$ cat config.mk
export PLATFORM = sky130hd
export DESIGN_NAME = six_axis_force_pd_compensator
export DESIGN_NICKNAME = d
export VERILOG_FILES = /design/src/fpdc_pkg.sv /design/src/fpdc_front.sv /design/src/fpdc_queue.sv /design/src/fpdc_back.sv /design/src/six_axis_force_pd_compensator.sv
export SDC_FILE = /design/constraint.sdc
export NUM_CORES = 2
export LEC_CHECK = 0
export CAP_MARGIN = 20
export CORE_MARGIN = 4
export CORE_UTILIZATION = 45
export DETAILED_ROUTE_END_ITERATION = 8
export DONT_BUFFER_PORTS = 1
export GPL_TIMING_DRIVEN = 1
export PLACE_DENSITY = 0.65
export SLEW_MARGIN = 20
export SYNTH_ARGS = -nofsm -noshare
export SYNTH_HDL_FRONTEND = slang
export SYNTH_SLANG_ARGS = --single-unit
$ cat constraint.sdc
create_clock -name clk -period 10.3 [get_ports clk]
set_input_delay 0 -clock clk [delete_from_list [all_inputs] [get_ports clk]]
set_output_delay 0 -clock clk [all_outputs]
set_load 0.02 [all_outputs]
$ cat src/fpdc_pkg.sv
// Shared types and constants for the six-axis force PD compensator.
// Holds the queue item, the gain bundle, the gain register map, deadbands,
// clamp limits and the reciprocal constants used by the rounding divider. No dependencies.
package fpdc_pkg;

  localparam int AXES    = 6;
  localparam int AXIS_W  = 3;
  localparam int IN_W    = 22;
  localparam int GAIN_W  = 16;
  localparam int DB_W    = 12;
  localparam int LIM_W   = 17;
  localparam int RES_W   = 18;
  localparam int N_W     = 27;
  localparam int Q_W     = 17;
  localparam int ACC_W   = 40;

  // Axis codes, in field order
  localparam logic [AXIS_W-1:0] AX_FX = 3'd0;
  localparam logic [AXIS_W-1:0] AX_FY = 3'd1;
  localparam logic [AXIS_W-1:0] AX_FZ = 3'd2;
  localparam logic [AXIS_W-1:0] AX_TX = 3'd3;
  localparam logic [AXIS_W-1:0] AX_TY = 3'd4;
  localparam logic [AXIS_W-1:0] AX_TZ = 3'd5;
  localparam logic [AXIS_W-1:0] LAST_AXIS = AX_TZ;

  // Gain register map of the config port
  typedef enum logic [2:0] {
    REG_KP_FORCE_XY,
    REG_KD_FORCE_XY,
    REG_KP_FORCE_Z,
    REG_KD_FORCE_Z,
    REG_KP_TORQUE,
    REG_KD_TORQUE
  } cfg_reg_t;

  // Force path: round(mag/250) = floor(floor((mag+125)/2) / 125)
  localparam int FORCE_HALF = 125;
  localparam int FORCE_K    = 29;
  localparam logic [22:0] FORCE_MUL = 23'(((64'd1 << FORCE_K) + 64'd124) / 64'd125);
  localparam logic [ACC_W-1:0] FORCE_SAT = 40'd9175250;     // 250 * 36701, over every force clamp

  // Torque path: round(mag*157/2250) = floor(floor((mag*157+1125)/2) / 1125)
  localparam int TORQUE_NUM  = 157;
  localparam int TORQUE_HALF = 1125;
  localparam int TORQUE_K    = 38;
  localparam logic [27:0] TORQUE_MUL = 28'(((64'd1 << TORQUE_K) + 64'd1124) / 64'd1125);
  localparam logic [ACC_W-1:0] TORQUE_SAT = 40'd1310396;    // first mag giving 91437+

  typedef struct packed {
    logic [AXES-1:0]           act;   // axis outside its deadband
    logic [AXES-1:0][IN_W-1:0] err;   // error shrunk by the deadband
  } item_t;

  typedef struct packed {
    logic        [GAIN_W-1:0] kp_xy;
    logic signed [GAIN_W-1:0] kd_xy;
    logic        [GAIN_W-1:0] kp_z;
    logic signed [GAIN_W-1:0] kd_z;
    logic        [GAIN_W-1:0] kp_t;
    logic signed [GAIN_W-1:0] kd_t;
  } gains_t;

  function automatic logic [DB_W-1:0] dead_band(input logic [AXIS_W-1:0] axis);
    logic [DB_W-1:0] db;
    case (axis)
      AX_FX, AX_FY: db = 12'd1536;
      AX_FZ:        db = 12'd3072;
      default:      db = 12'd154;
    endcase
    return db;
  endfunction

  function automatic logic [LIM_W-1:0] out_limit(input logic [AXIS_W-1:0] axis);
    logic [LIM_W-1:0] lim;
    case (axis)
      AX_FX, AX_FY: lim = 17'd31457;
      AX_FZ:        lim = 17'd36700;
      default:      lim = 17'd91436;
    endcase
    return lim;
  endfunction

endpackage

$ cat src/fpdc_front.sv
// Front end: takes a sample beat and classifies each axis against its
// deadband, producing the shrunk errors for the queue. Uses fpdc_pkg.
module fpdc_front (
  input  logic                    sample_valid,
  output logic                    sample_ready,
  input  logic signed [21:0]      force_x,
  input  logic signed [21:0]      force_y,
  input  logic signed [21:0]      force_z,
  input  logic signed [21:0]      torque_x,
  input  logic signed [21:0]      torque_y,
  input  logic signed [21:0]      torque_z,
  input  logic                    q_full,
  output logic                    q_push,
  output fpdc_pkg::item_t         q_item
);
  import fpdc_pkg::*;

  logic signed [IN_W-1:0] x [AXES];

  assign x[0] = force_x;
  assign x[1] = force_y;
  assign x[2] = force_z;
  assign x[3] = torque_x;
  assign x[4] = torque_y;
  assign x[5] = torque_z;

  assign sample_ready = !q_full;
  assign q_push       = sample_valid && !q_full;

  // Per-axis deadband test and shrink toward zero
  always_comb begin
    logic signed [IN_W:0] xs;
    logic signed [IN_W:0] dbs;
    logic signed [IN_W:0] e;
    q_item = '0;
    for (int i = 0; i < AXES; i++) begin
      xs  = $signed({x[i][IN_W-1], x[i]});
      dbs = $signed({{(IN_W+1-DB_W){1'b0}}, dead_band(AXIS_W'(i))});
      e   = (xs < 0) ? (xs + dbs) : (xs - dbs);
      q_item.act[i] = !((xs <= dbs) && (xs >= -dbs));
      q_item.err[i] = e[IN_W-1:0];
    end
  end

endmodule

$ cat src/fpdc_queue.sv
// Small FIFO between the classifier and the PD datapath.
// Holds fpdc_pkg::item_t entries; depth of two or more.
module fpdc_queue #(
  parameter int DEPTH = 2
) (
  input  logic            clk,
  input  logic            rst,
  input  logic            push,
  input  fpdc_pkg::item_t wr_item,
  input  logic            pop,
  output fpdc_pkg::item_t rd_item,
  output logic            not_empty,
  output logic            full
);
  import fpdc_pkg::*;

  localparam int PTR_W = $clog2(DEPTH);
  localparam int CNT_W = $clog2(DEPTH + 1);

  item_t            entries [DEPTH];
  logic [PTR_W-1:0] wptr;
  logic [PTR_W-1:0] rptr;
  logic [CNT_W-1:0] count;

  assign full      = (count == CNT_W'(DEPTH));
  assign not_empty = (count != '0);
  assign rd_item   = entries[rptr];

  // Pointers and fill count
  always_ff @(posedge clk) begin
    if (rst) begin
      wptr  <= '0;
      rptr  <= '0;
      count <= '0;
    end else begin
      if (push) begin
        wptr <= (wptr == PTR_W'(DEPTH - 1)) ? '0 : wptr + 1'b1;
      end
      if (pop) begin
        rptr <= (rptr == PTR_W'(DEPTH - 1)) ? '0 : rptr + 1'b1;
      end
      if (push && !pop) begin
        count <= count + 1'b1;
      end else if (pop && !push) begin
        count <= count - 1'b1;
      end
    end
  end

  // Entry storage
  always_ff @(posedge clk) begin
    if (push) begin
      entries[wptr] <= wr_item;
    end
  end

endmodule

$ cat src/fpdc_back.sv
// PD datapath: runs the six axes of one item through a shared five-stage
// multiply / round / clamp path, one axis per cycle unless a held result
// stalls it, and assembles the result. Uses fpdc_pkg.
module fpdc_back (
  input  logic                clk,
  input  logic                rst,
  input  fpdc_pkg::gains_t    gains,
  input  logic                q_valid,
  input  fpdc_pkg::item_t     q_item,
  output logic                q_pop,
  output logic                back_busy,
  output logic                result_valid,
  input  logic                result_ready,
  output logic signed [15:0]  move_x,
  output logic signed [15:0]  move_y,
  output logic signed [16:0]  move_z,
  output logic signed [17:0]  turn_x,
  output logic signed [17:0]  turn_y,
  output logic signed [17:0]  turn_z
);
  import fpdc_pkg::*;

  // Issue control
  logic              busy;
  logic [AXIS_W-1:0] cnt;
  item_t             cur;
  logic              stall;
  logic              issue;
  logic              last_issue;

  // Stored errors per axis
  logic signed [IN_W-1:0] prev [AXES];

  // Stage registers
  logic                     s1_valid, s2_valid, s3_valid, s4_valid;
  logic [AXIS_W-1:0]        s1_axis, s2_axis, s3_axis, s4_axis;
  logic                     s1_act, s2_act, s3_act, s4_act;
  logic signed [38:0]       s1_p1;
  logic signed [IN_W:0]     s1_d;
  logic signed [GAIN_W-1:0] s1_kd;
  logic signed [ACC_W-1:0]  s2_acc;
  logic                     s3_sat, s3_neg, s4_sat, s4_neg;
  logic [N_W-1:0]           s3_n;
  logic [Q_W-1:0]           s4_q;

  // Partial result assembly for the first five axes
  logic [RES_W-1:0] asm_res [LAST_AXIS];

  // Combinational per-stage values
  logic signed [IN_W-1:0]   e_sel;
  logic signed [IN_W-1:0]   prev_sel;
  logic                     act_sel;
  logic [GAIN_W-1:0]        kp_sel;
  logic signed [GAIN_W-1:0] kd_sel;
  logic signed [38:0]       p1_w;
  logic signed [IN_W:0]     d_w;
  logic signed [ACC_W-1:0]  acc_w;
  logic [ACC_W-1:0]         mag_w;
  logic                     torque_w;
  logic [23:0]              fsum_w;
  logic [28:0]              tmul_w;
  logic [28:0]              tsum_w;
  logic [N_W-1:0]           n_w;
  logic                     sat_w;
  logic [54:0]              prod_w;
  logic [Q_W-1:0]           q_w;
  logic [LIM_W-1:0]         lim_w;
  logic [LIM_W-1:0]         qc_w;
  logic [RES_W-1:0]         r_w;

  // Hold everything while the finished item cannot leave
  assign stall      = s4_valid && (s4_axis == LAST_AXIS) && result_valid && !result_ready;
  assign issue      = busy && !stall;
  assign last_issue = issue && (cnt == LAST_AXIS);
  assign q_pop      = q_valid && !stall && (!busy || last_issue);
  assign back_busy  = busy;

  always_ff @(posedge clk) begin
    if (rst) begin
      busy <= 1'b0;
      cnt  <= '0;
    end else if (!stall) begin
      if (q_pop) begin
        busy <= 1'b1;
        cnt  <= '0;
      end else if (last_issue) begin
        busy <= 1'b0;
      end else if (issue) begin
        cnt <= cnt + 1'b1;
      end
    end
  end

  always_ff @(posedge clk) begin
    if (q_pop) begin
      cur <= q_item;
    end
  end

  // Stage 0: pick axis, gains, previous error; first product
  assign e_sel    = $signed(cur.err[cnt]);
  assign act_sel  = cur.act[cnt];
  assign prev_sel = prev[cnt];

  always_comb begin
    case (cnt)
      AX_FX, AX_FY: begin
        kp_sel = gains.kp_xy;
        kd_sel = gains.kd_xy;
      end
      AX_FZ: begin
        kp_sel = gains.kp_z;
        kd_sel = gains.kd_z;
      end
      default: begin
        kp_sel = gains.kp_t;
        kd_sel = gains.kd_t;
      end
    endcase
  end

  assign p1_w = $signed({1'b0, kp_sel}) * e_sel;
  assign d_w  = $signed({e_sel[IN_W-1], e_sel}) - $signed({prev_sel[IN_W-1], prev_sel});

  always_ff @(posedge clk) begin
    if (rst) begin
      for (int i = 0; i < AXES; i++) begin
        prev[i] <= '0;
      end
    end else if (issue && act_sel) begin
      prev[cnt] <= e_sel;
    end
  end

  // Stage 1: derivative product and PD sum
  assign acc_w = s1_p1 + s1_kd * s1_d;

  // Stage 2: magnitude, saturation test, rounding numerator
  assign mag_w    = s2_acc[ACC_W-1] ? $unsigned(-s2_acc) : $unsigned(s2_acc);
  assign torque_w = (s2_axis >= AX_TX);
  assign fsum_w   = mag_w[23:0] + 24'(FORCE_HALF);
  assign tmul_w   = 29'(mag_w[20:0]) * 29'(TORQUE_NUM);
  assign tsum_w   = tmul_w + 29'(TORQUE_HALF);
  assign sat_w    = torque_w ? (mag_w >= TORQUE_SAT) : (mag_w >= FORCE_SAT);
  assign n_w      = torque_w ? tsum_w[N_W:1] : N_W'(fsum_w[23:1]);

  // Stage 3: divide by reciprocal multiply
  assign prod_w = 55'(s3_n) * ((s3_axis >= AX_TX) ? 55'(TORQUE_MUL) : 55'(FORCE_MUL));
  assign q_w    = (s3_axis >= AX_TX) ? prod_w[TORQUE_K +: Q_W] : prod_w[FORCE_K +: Q_W];

  // Stage 4: clamp and sign
  assign lim_w = out_limit(s4_axis);
  assign qc_w  = (s4_sat || (s4_q > lim_w)) ? lim_w : s4_q;
  assign r_w   = !s4_act ? '0 : (s4_neg ? (RES_W'(0) - {1'b0, qc_w}) : {1'b0, qc_w});

  // Stage valid bits
  always_ff @(posedge clk) begin
    if (rst) begin
      s1_valid <= 1'b0;
      s2_valid <= 1'b0;
      s3_valid <= 1'b0;
      s4_valid <= 1'b0;
    end else if (!stall) begin
      s1_valid <= issue;
      s2_valid <= s1_valid;
      s3_valid <= s2_valid;
      s4_valid <= s3_valid;
    end
  end

  // Stage payloads
  always_ff @(posedge clk) begin
    if (!stall) begin
      s1_axis <= cnt;
      s1_act  <= act_sel;
      s1_p1   <= p1_w;
      s1_d    <= d_w;
      s1_kd   <= kd_sel;
      s2_axis <= s1_axis;
      s2_act  <= s1_act;
      s2_acc  <= acc_w;
      s3_axis <= s2_axis;
      s3_act  <= s2_act;
      s3_sat  <= sat_w;
      s3_neg  <= s2_acc[ACC_W-1];
      s3_n    <= n_w;
      s4_axis <= s3_axis;
      s4_act  <= s3_act;
      s4_sat  <= s3_sat;
      s4_neg  <= s3_neg;
      s4_q    <= q_w;
    end
  end

  // Result assembly and output register
  always_ff @(posedge clk) begin
    if (s4_valid && !stall && (s4_axis != LAST_AXIS)) begin
      asm_res[s4_axis] <= r_w;
    end
    if (s4_valid && !stall && (s4_axis == LAST_AXIS)) begin
      move_x <= $signed(asm_res[AX_FX][15:0]);
      move_y <= $signed(asm_res[AX_FY][15:0]);
      move_z <= $signed(asm_res[AX_FZ][16:0]);
      turn_x <= $signed(asm_res[AX_TX]);
      turn_y <= $signed(asm_res[AX_TY]);
      turn_z <= $signed(r_w);
    end
  end

  always_ff @(posedge clk) begin
    if (rst) begin
      result_valid <= 1'b0;
    end else if (s4_valid && !stall && (s4_axis == LAST_AXIS)) begin
      result_valid <= 1'b1;
    end else if (result_ready) begin
      result_valid <= 1'b0;
    end
  end

endmodule

$ cat src/six_axis_force_pd_compensator.sv
// Six-axis force/torque PD compensator with per-axis deadband and clamp.
// A sample beat is classified on entry and parked in a small queue
// (QUEUE_DEPTH entries); the PD datapath then handles its six axes one per
// cycle, unless a waiting result stalls it, through a single shared
// five-stage multiply, round and clamp path, which limits throughput; each
// next sample's axes follow right behind the last axis of the one before.
// The next samples are queued while a result waits to be taken.
// Gains are written through cfg_we/cfg_index/cfg_data while the block is
// idle, a rule for the user that the block does not enforce; unknown indexes
// are ignored. Depends on fpdc_pkg, fpdc_front, fpdc_queue and fpdc_back.
module six_axis_force_pd_compensator #(
  parameter int QUEUE_DEPTH = 2
) (
  input  logic                clk,
  input  logic                rst,
  input  logic                cfg_we,
  input  logic [2:0]          cfg_index,
  input  logic [15:0]         cfg_data,
  input  logic                sample_valid,
  output logic                sample_ready,
  input  logic signed [21:0]  force_x,
  input  logic signed [21:0]  force_y,
  input  logic signed [21:0]  force_z,
  input  logic signed [21:0]  torque_x,
  input  logic signed [21:0]  torque_y,
  input  logic signed [21:0]  torque_z,
  output logic                result_valid,
  input  logic                result_ready,
  output logic signed [15:0]  move_x,
  output logic signed [15:0]  move_y,
  output logic signed [16:0]  move_z,
  output logic signed [17:0]  turn_x,
  output logic signed [17:0]  turn_y,
  output logic signed [17:0]  turn_z
);
  import fpdc_pkg::*;

  gains_t gains;
  logic   q_full;
  logic   q_push;
  logic   q_pop;
  logic   q_valid;
  item_t  q_wr_item;
  item_t  q_rd_item;
  logic   back_busy;

  // Gain registers
  always_ff @(posedge clk) begin
    if (rst) begin
      gains.kp_xy <= 16'd563;
      gains.kd_xy <= -16'sd102;
      gains.kp_z  <= 16'd384;
      gains.kd_z  <= -16'sd77;
      gains.kp_t  <= 16'd640;
      gains.kd_t  <= -16'sd128;
    end else if (cfg_we) begin
      case (cfg_reg_t'(cfg_index))
        REG_KP_FORCE_XY: gains.kp_xy <= cfg_data;
        REG_KD_FORCE_XY: gains.kd_xy <= $signed(cfg_data);
        REG_KP_FORCE_Z:  gains.kp_z  <= cfg_data;
        REG_KD_FORCE_Z:  gains.kd_z  <= $signed(cfg_data);
        REG_KP_TORQUE:   gains.kp_t  <= cfg_data;
        REG_KD_TORQUE:   gains.kd_t  <= $signed(cfg_data);
        default: ;
      endcase
    end
  end

  fpdc_front u_front (
    .sample_valid (sample_valid),
    .sample_ready (sample_ready),
    .force_x      (force_x),
    .force_y      (force_y),
    .force_z      (force_z),
    .torque_x     (torque_x),
    .torque_y     (torque_y),
    .torque_z     (torque_z),
    .q_full       (q_full),
    .q_push       (q_push),
    .q_item       (q_wr_item)
  );

  fpdc_queue #(
    .DEPTH (QUEUE_DEPTH)
  ) u_queue (
    .clk       (clk),
    .rst       (rst),
    .push      (q_push),
    .wr_item   (q_wr_item),
    .pop       (q_pop),
    .rd_item   (q_rd_item),
    .not_empty (q_valid),
    .full      (q_full)
  );

  fpdc_back u_back (
    .clk          (clk),
    .rst          (rst),
    .gains        (gains),
    .q_valid      (q_valid),
    .q_item       (q_rd_item),
    .q_pop        (q_pop),
    .back_busy    (back_busy),
    .result_valid (result_valid),
    .result_ready (result_ready),
    .move_x       (move_x),
    .move_y       (move_y),
    .move_z       (move_z),
    .turn_x       (turn_x),
    .turn_y       (turn_y),
    .turn_z       (turn_z)
  );

`ifndef SYNTHESIS
  // Front backpressure only when the queue actually holds items
  a_ready_full: assert property (@(posedge clk) disable iff (rst)
    !sample_ready |-> q_valid)
    else $error("sample_ready low with empty queue");

  // Datapath never pops an empty queue
  a_pop_valid: assert property (@(posedge clk) disable iff (rst)
    q_pop |-> q_valid)
    else $error("queue popped while empty");

  // A popped item always puts the datapath to work
  a_pop_busy: assert property (@(posedge clk) disable iff (rst)
    q_pop |=> back_busy)
    else $error("datapath idle after pop");
`endif

endmodule

### Word level (Yosys, flattened, before mapping)

Memory sizes are Yosys's and may differ from the RTL's. A register that Yosys moved wholly into a read port is not among the register bits.
Cells that the tools add are included.

* output and inout bits: 105
* memories kept: 3
* register bits: 309
* logic and storage cells: 204
* bits in writable memories: 498
* input bits: 156

* bitwise gates (word level): 1
* reduce and logical (&&, ||, !) cells: 53
* eq/ne operators: 14
* muxes and demuxes: 46
* multipliers: 4
* $add $sub $neg: 23
* $lt $le $gt $ge: 24

Memories
* u_queue.entries: depth 2, bits a word 138, rd ports 1, clocked after Yosys merged registers in 1, wr ports 1, RTL line fpdc_queue.sv:20 `item_t entries [DEPTH];`
* u_back.prev: depth 6, bits a word 22, rd ports 1, clocked after Yosys merged registers in 1, wr ports 6, RTL line fpdc_back.sv:32 `logic signed [IN_W-1:0] prev [AXES];`
* u_back.asm_res: depth 5, bits a word 18, rd ports 5, clocked after Yosys merged registers in 5, wr ports 1, RTL line fpdc_back.sv:47 `logic [RES_W-1:0] asm_res [LAST_AXIS];`

Operators with widths (count)
* 22-bit 2-to-1 mux: 8
* 22-bit by 1-bit < comparator with 1-bit output, second input constant: 6
* 22-bit by 9-bit adder with 22-bit output, second input constant: 3
* 22-bit binary-select mux with 3-bit select: 1
* 22-bit by 9-bit greater-or-equal comparator with 1-bit output, second input constant: 3
* 22-bit by 9-bit <= comparator with 1-bit output, second input constant: 3
* 22-bit by 9-bit subtractor with 22-bit output, second input constant: 3
* 16-bit case mux with 2 select lines: 2
* 27-bit by 55-bit multiplier with 55-bit output: 1
* 22-bit by 12-bit adder with 22-bit output, second input constant: 2
* 22-bit by 12-bit greater-or-equal comparator with 1-bit output, second input constant: 2
* 22-bit by 12-bit <= comparator with 1-bit output, second input constant: 2
* 22-bit by 12-bit subtractor with 22-bit output, second input constant: 2
* 39-bit by 39-bit adder with 40-bit output: 1
* 40-bit by 21-bit greater-or-equal comparator with 1-bit output, second input constant: 1
* 40-bit by 24-bit greater-or-equal comparator with 1-bit output, second input constant: 1
* 40-bit 2-to-1 mux: 1
* 40-bit negator: 1
* 16-bit by 23-bit multiplier with 39-bit output: 1
* 17-bit by 22-bit multiplier with 39-bit output: 1
* 18-bit 2-to-1 mux: 2
* 17-bit 2-to-1 mux: 2
* 17-bit case mux with 2 select lines: 1
* 28-bit by 11-bit adder with 28-bit output, second input constant: 1
* 37 further kinds: 114

### Logic depth before layout (Yosys ltp)

* depth in word-level cells: 13
* mapped depth: 37
* mapped depth without buffers: 30

### By module

A second synthesis with hierarchy kept.

* cell total of the unflattened synthesis: 8161
* area, all modules: 91786.8 µm²

By module, submodules not included
* fpdc_back: instances 1, cells each 6813, sequential area each 20779.9 µm², area an instance 74247.5 µm²
* fpdc_queue: instances 1, cells each 451, sequential area each 8388.0 µm², area an instance 10212.3 µm²
* six_axis_force_pd_compensator: instances 1, cells each 351, sequential area each 1921.8 µm², area an instance 3747.3 µm²
* fpdc_front: instances 1, cells each 546, sequential area each 0.0 µm², area an instance 3579.7 µm²

### Least setup slack after synthesis

No wires, ideal clock.

* kind: register to register
* from: register u_back.s4_axis[0]
* to: register u_queue.count[1]
* clock period less this slack: 10.898 ns
* required time: 10.230 ns
* cell stages (with the launch flop): 10
* path buffers: 0
* arrival: 10.827 ns
* library setup time: 0.070 ns
* setup slack: -0.598 ns
* cell sequence: edfxtp_1 -> nand4b_1 -> nor2_1 -> clkinv_1 -> o21ai_0 -> nor2_1 -> inv_1 -> ha_1 -> or3_1 -> a21oi_1

* word-level cells in the longest chain between the ends: 12
* elaborated cells on any way between the ends: 15
* those cells by class: eq/ne (1); mux (1); reduce/logical (13)

Ends and longest elaborated chain
* from (decl): RTL line fpdc_back.sv:36 `logic [AXIS_W-1:0] s1_axis, s2_axis, s3_axis, s4_axis;`
* from (signal assigned): RTL line fpdc_back.sv:187 `s4_axis <= s3_axis;`
* 3-bit == test (*): RTL line fpdc_back.sv:72 `assign stall = s4_valid && (s4_axis == LAST_AXIS) && result_valid && !result_ready;`
* 1-bit logical AND (*) (3 in a row): RTL line fpdc_back.sv:72
* 1-bit zero test (*): RTL line fpdc_back.sv:73, fpdc_back.sv:75
* 1-bit logical AND: RTL line fpdc_back.sv:73 `assign issue = busy && !stall;`
* 1-bit logical AND: RTL line fpdc_back.sv:74 `assign last_issue = issue && (cnt == LAST_AXIS);`
* 1-bit logical OR: RTL line fpdc_back.sv:75 `assign q_pop = q_valid && !stall && (!busy || last_issue);`
* 1-bit logical AND (*): RTL line fpdc_back.sv:75
* via q_pop: RTL line six_axis_force_pd_compensator.sv:41 `logic q_pop;`
* 1-bit zero test: RTL line fpdc_queue.sv:42 `if (push && !pop) begin`
* 1-bit logical AND: RTL line fpdc_queue.sv:42
* 2-bit 2-to-1 mux or 2-bit nonzero test (tied branches)
* to (signal assigned): RTL line fpdc_queue.sv:43 `count <= count + 1'b1;`
* to (signal assigned): RTL line fpdc_queue.sv:45 `count <= count - 1'b1;`
* to (decl): RTL line fpdc_queue.sv:23 `logic [CNT_W-1:0] count;`

The timed path passes the listed nets; every way through them passes the cells marked *.
A chain may end at the register's enable or synchronous reset.

### Worst setup path after layout

* from: register u_back.s3_axis[1]
* to: register u_back.s4_q[13] (data pin)

* word-level cells in the longest chain between the ends: 4

Ends and longest elaborated chain
* from (decl): RTL line fpdc_back.sv:36
* from (signal assigned): RTL line fpdc_back.sv:182 `s3_axis <= s2_axis;`
* 3-bit by 2-bit greater-or-equal comparator with 1-bit output (*): RTL line fpdc_back.sv:148, fpdc_back.sv:149
* 28-bit 2-to-1 mux: RTL line fpdc_back.sv:148 `assign prod_w = 55'(s3_n) * ((s3_axis >= AX_TX) ? 55'(TORQUE_MUL) : 55'(FORCE_MUL));`
* 27-bit by 55-bit multiplier with 55-bit output: RTL line fpdc_back.sv:148
* 17-bit 2-to-1 mux (*): RTL line fpdc_back.sv:149 `assign q_w = (s3_axis >= AX_TX) ? prod_w[TORQUE_K +: Q_W] : prod_w[FORCE_K +: Q_W];`
* via u_back.q_w[13]: RTL line fpdc_back.sv:66 `logic [Q_W-1:0] q_w;`
* to (signal assigned): RTL line fpdc_back.sv:191 `s4_q <= q_w;`
* to (decl): RTL line fpdc_back.sv:44 `logic [Q_W-1:0] s4_q;`

Marks and branches as above.

==> summary.md <==
| Metric | Value |
|---|---|
| Outcome | `complete, no violations` |
| Initial drt markers | `4095` |
| Required time of the critical path | `10.79 ns` |
| Initial antenna violation count | `21` |
| Sequential element share of the synthesized area | `34.4%` |
| Hold Fails Final Rpt | `0` |
| Final WL | `238 mm` |
| DRT Pass-1 Iters | `6` |
| Prevailing post-synth register cell | `edfxtp_1` |
| R2R cell count | `27` |
| Setup TNS | `0 ns` |
| Post-synth EDFFs | `960` |
| Vias | `59500` |
| Number of buffers created by CTS | `112` |
| Vias per cell | `5.30` |
| CP Class | `register to register` |
| Max-Cap Viols | `0` |
| HPWL Detailed | `186 mm` |
| Share of post-route cells with drive strength above 1 | `6.56%` |
| Post-route ant nets | `0` |
| CTS clk-pin slew, worst paths | `0.06 ns` |
| First-pass GRT wire length | `370 mm` |
| Period utilization | `89.7%` |
| Worst EP arrival | `9.74 ns` |
| Hold EP | `u_queue.entries[0][57]` |
| Hold Path Depth | `3` |
| Area grow syn2layout | `11.3%` |
| Nets | `10500` |
| Synth Instances | `8150` |
| CTS Sinks | `1072` |
| Reg-to-Reg Start | `u_back.s3_axis[1]` |
| RSZ-0062 raised after global routing | `false` |
| XOR/XNOR Fraction of Synth Area | `2.83%` |
| Mux share of post-synthesis cell area | `4.07%` |
| Most frequent cells in the layout | `inv_1, fa_1, edfxtp_1` |
| Hold Crit Class | `primary input to register` |
| # port buffers | `0` |
| Aggregate global-route resource usage | `22.9%` |
| Post-route DRC | `0` |
| Post-cts sizing count | `0` |
| Pin count of the biggest net entering global routing | `116` |
| Min-delay src | `force_z[21]` |
| Die height | `456 um` |
| Gr ovfl total | `0` |
| Crit path max fanout | `37` |
| Vias in the first global route | `63500` |
| Average size of a mapped cell | `11.1 um2` |
| CTS tree | `done` |
| CTS H-tree depth | `3` |
| FF-to-FF End | `u_back.s4_q[13]` |
| Crit path capture type | `register` |
| Clk_skew | `0.0677 ns` |
| Critical path launch point type | `register` |
| Die width | `456 um` |
| Final min period | `9.24 ns` |
| Compound-cell area share of the yosys netlist | `5.56%` |
| Gp weighted congestion | `0.941` |
| Final Max Tran Viols | `0` |
| Fmax achieved | `0.108 GHz` |
| Asr flop ratio synth | `0%` |
| Cell variety after synth | `89` |
| Synth Area in Adders | `35.3%` |
| Wire length per cell | `21.2 um` |
| Initial Util | `45.3%` |
| #FFs+latches synth | `1072` |
| Commonest non-fill, non-tap cell in the layout | `inv_1` |
| Slew margin rel. | `25.3%` |
| Post-synthesis simple-gate area fraction | `10.2%` |
| Core Area | `200000 um2` |
| Die ar. | `208000 um2` |
| Clk buf depth | `3` |
| Worst Max-Slew Pin Slew | `1.12 ns` |
| Ports | `261` |
| Post-synthesis cell area | `90400 um2` |
| Clk root buf | `clkbuf_16` |
| Largest family of logic cells by synthesized area | `adder cells` |
| FP Rows | `164` |
| Clock latency at the later pin of the worst-skew pair | `0.80 ns` |
| R2r setup slk | `1.06 ns` |
| Syn. warnings | `0` |
| Setup Viol. Count Final | `0` |
-- through the flow --
| stage | util (%) | worst slack (ns) | instances | hold slack [ns] | cell area [um2] |
|---|---|---|---|---|---|
| 2_1_floorplan | - | 1.00 | 8246 | 0.0989 | 90700 |
| 4_1_cts | 50.3 | 1.03 | 11200 | 0.00331 | 100000 |
| 5_1_grt | 50.4 | 0.640 | 11200 | 0.0400 | 101000 |
| 6_report | 50.4 | 1.06 | 11200 | 0.0662 | 101000 |
| 3_3_place_gp | 47.0 | 1.06 | 10700 | 0.0990 | 93900 |
| 3_5_place_dp | 47.0 | 1.03 | 10700 | 0.0990 | 93900 |
-- worst max path at each step --
stage          depth (start not counted)               end         startpoint  slack (ns)
2_1_floorplan                         32  u_back.s1_p1[38]      u_back.cnt[0]        1.00
3_3_place_gp                          27   u_back.s4_q[13]  u_back.s3_axis[1]        1.06
3_5_place_dp                          27   u_back.s4_q[13]  u_back.s3_axis[1]        1.03
4_1_cts                               27   u_back.s4_q[13]  u_back.s3_axis[1]        1.03
5_1_grt                               27   u_back.s4_q[13]  u_back.s3_axis[1]        0.64
6_report                              27   u_back.s4_q[13]  u_back.s3_axis[1]        1.06
-- cell usage after synthesis, drive strengths merged, types with 113 or more instances --
cell	instances	area share, %
inv	1539	6.4
fa	1149	25
edfxtp	960	32
nand2	885	3.7
ha	712	9.9
nor2	506	2.1
a21oi	280	1.6
clkbuf	247	1.0
xnor2	179	1.7
and2	171	1.2
o21ai	168	0.93
mux2	145	1.8
xor2	113	1.1
-- cell families after synthesis --
family,after synthesis
AO/OA/AOI/OAI,802
XOR/XNOR,292
adder cells (fa/ha/maj),1861
buffers and inverters,1820
flip-flops,1072
multiplexers,266
other,2
AND/OR/NAND/NOR,2035
-- routing by layer --
layer,track usage [%],up-vias,share of wire [%]
li1,-,27000,-
met1,26.8,30200,37
met2,41.9,1875,52
met3,3.18,488,5.2
met4,10.2,2,5.3
met5,0,-,0.0055
-- cell type report --
| cell class | instances | area [um2] |
|---|---|---|
| clock buffers | 141 | 3060 |
| fillers | 17500 | 99100 |
| multi-input cells | 5354 | 52900 |
| inverters | 1545 | 5810 |
| clock inverters | 73 | 866 |
| well taps | 2656 | 3320 |
| flip-flops and latches | 1072 | 31100 |
| repair buffers | 366 | 3430 |
| diodes | 20 | 50.0 |
-- state kept, by name (all words and copies together) (netlist names), 16 cells and up, named ones only --
name,cells
u_queue.entries,276
u_back.prev,176
u_back.cur,138
gains,96
u_back.asm_res,85
u_back.s2_acc,40
u_back.s1_p1,39
u_back.s3_n,27
u_back.s1_d,23
turn_x,18
turn_y,18
u_back.turn_z,18
move_z,17
u_back.s4_q,17
move_x,16
move_y,16
u_back.s1_kd,16
-- worst max-delay path, stage by stage, from the launching register on --
cell	delay [ns]
edfxtp_1	0.41
a21o_2	0.69
nand2_1	0.31
inv_1	0.39
fa_1	0.48
fa_1	0.50
inv_1	0.08
fa_1	0.49
inv_1	0.05
fa_1	0.50
inv_1	0.05
fa_1	0.47
inv_1	0.05
fa_1	0.53
inv_1	0.05
fa_1	0.52
inv_1	0.04
ha_1	0.39
nand3_1	0.17
nor3_1	0.47
nand3_1	0.15
a21oi_1	0.53
o21ai_1	0.41
a211oi_2	0.37
o21bai_1	0.11
a31oi_1	0.31
nor4b_1	0.09
or3_1	0.37
-- timing repair --
item | in CTS | in global routing
hold endpoints to repair | 619 | 0
hold buffers | 265 | 0
setup buffers | 0 | 0
Power is not shown: default switching activity piles up to over one toggle a cycle in this logic, so the estimate is an artifact.
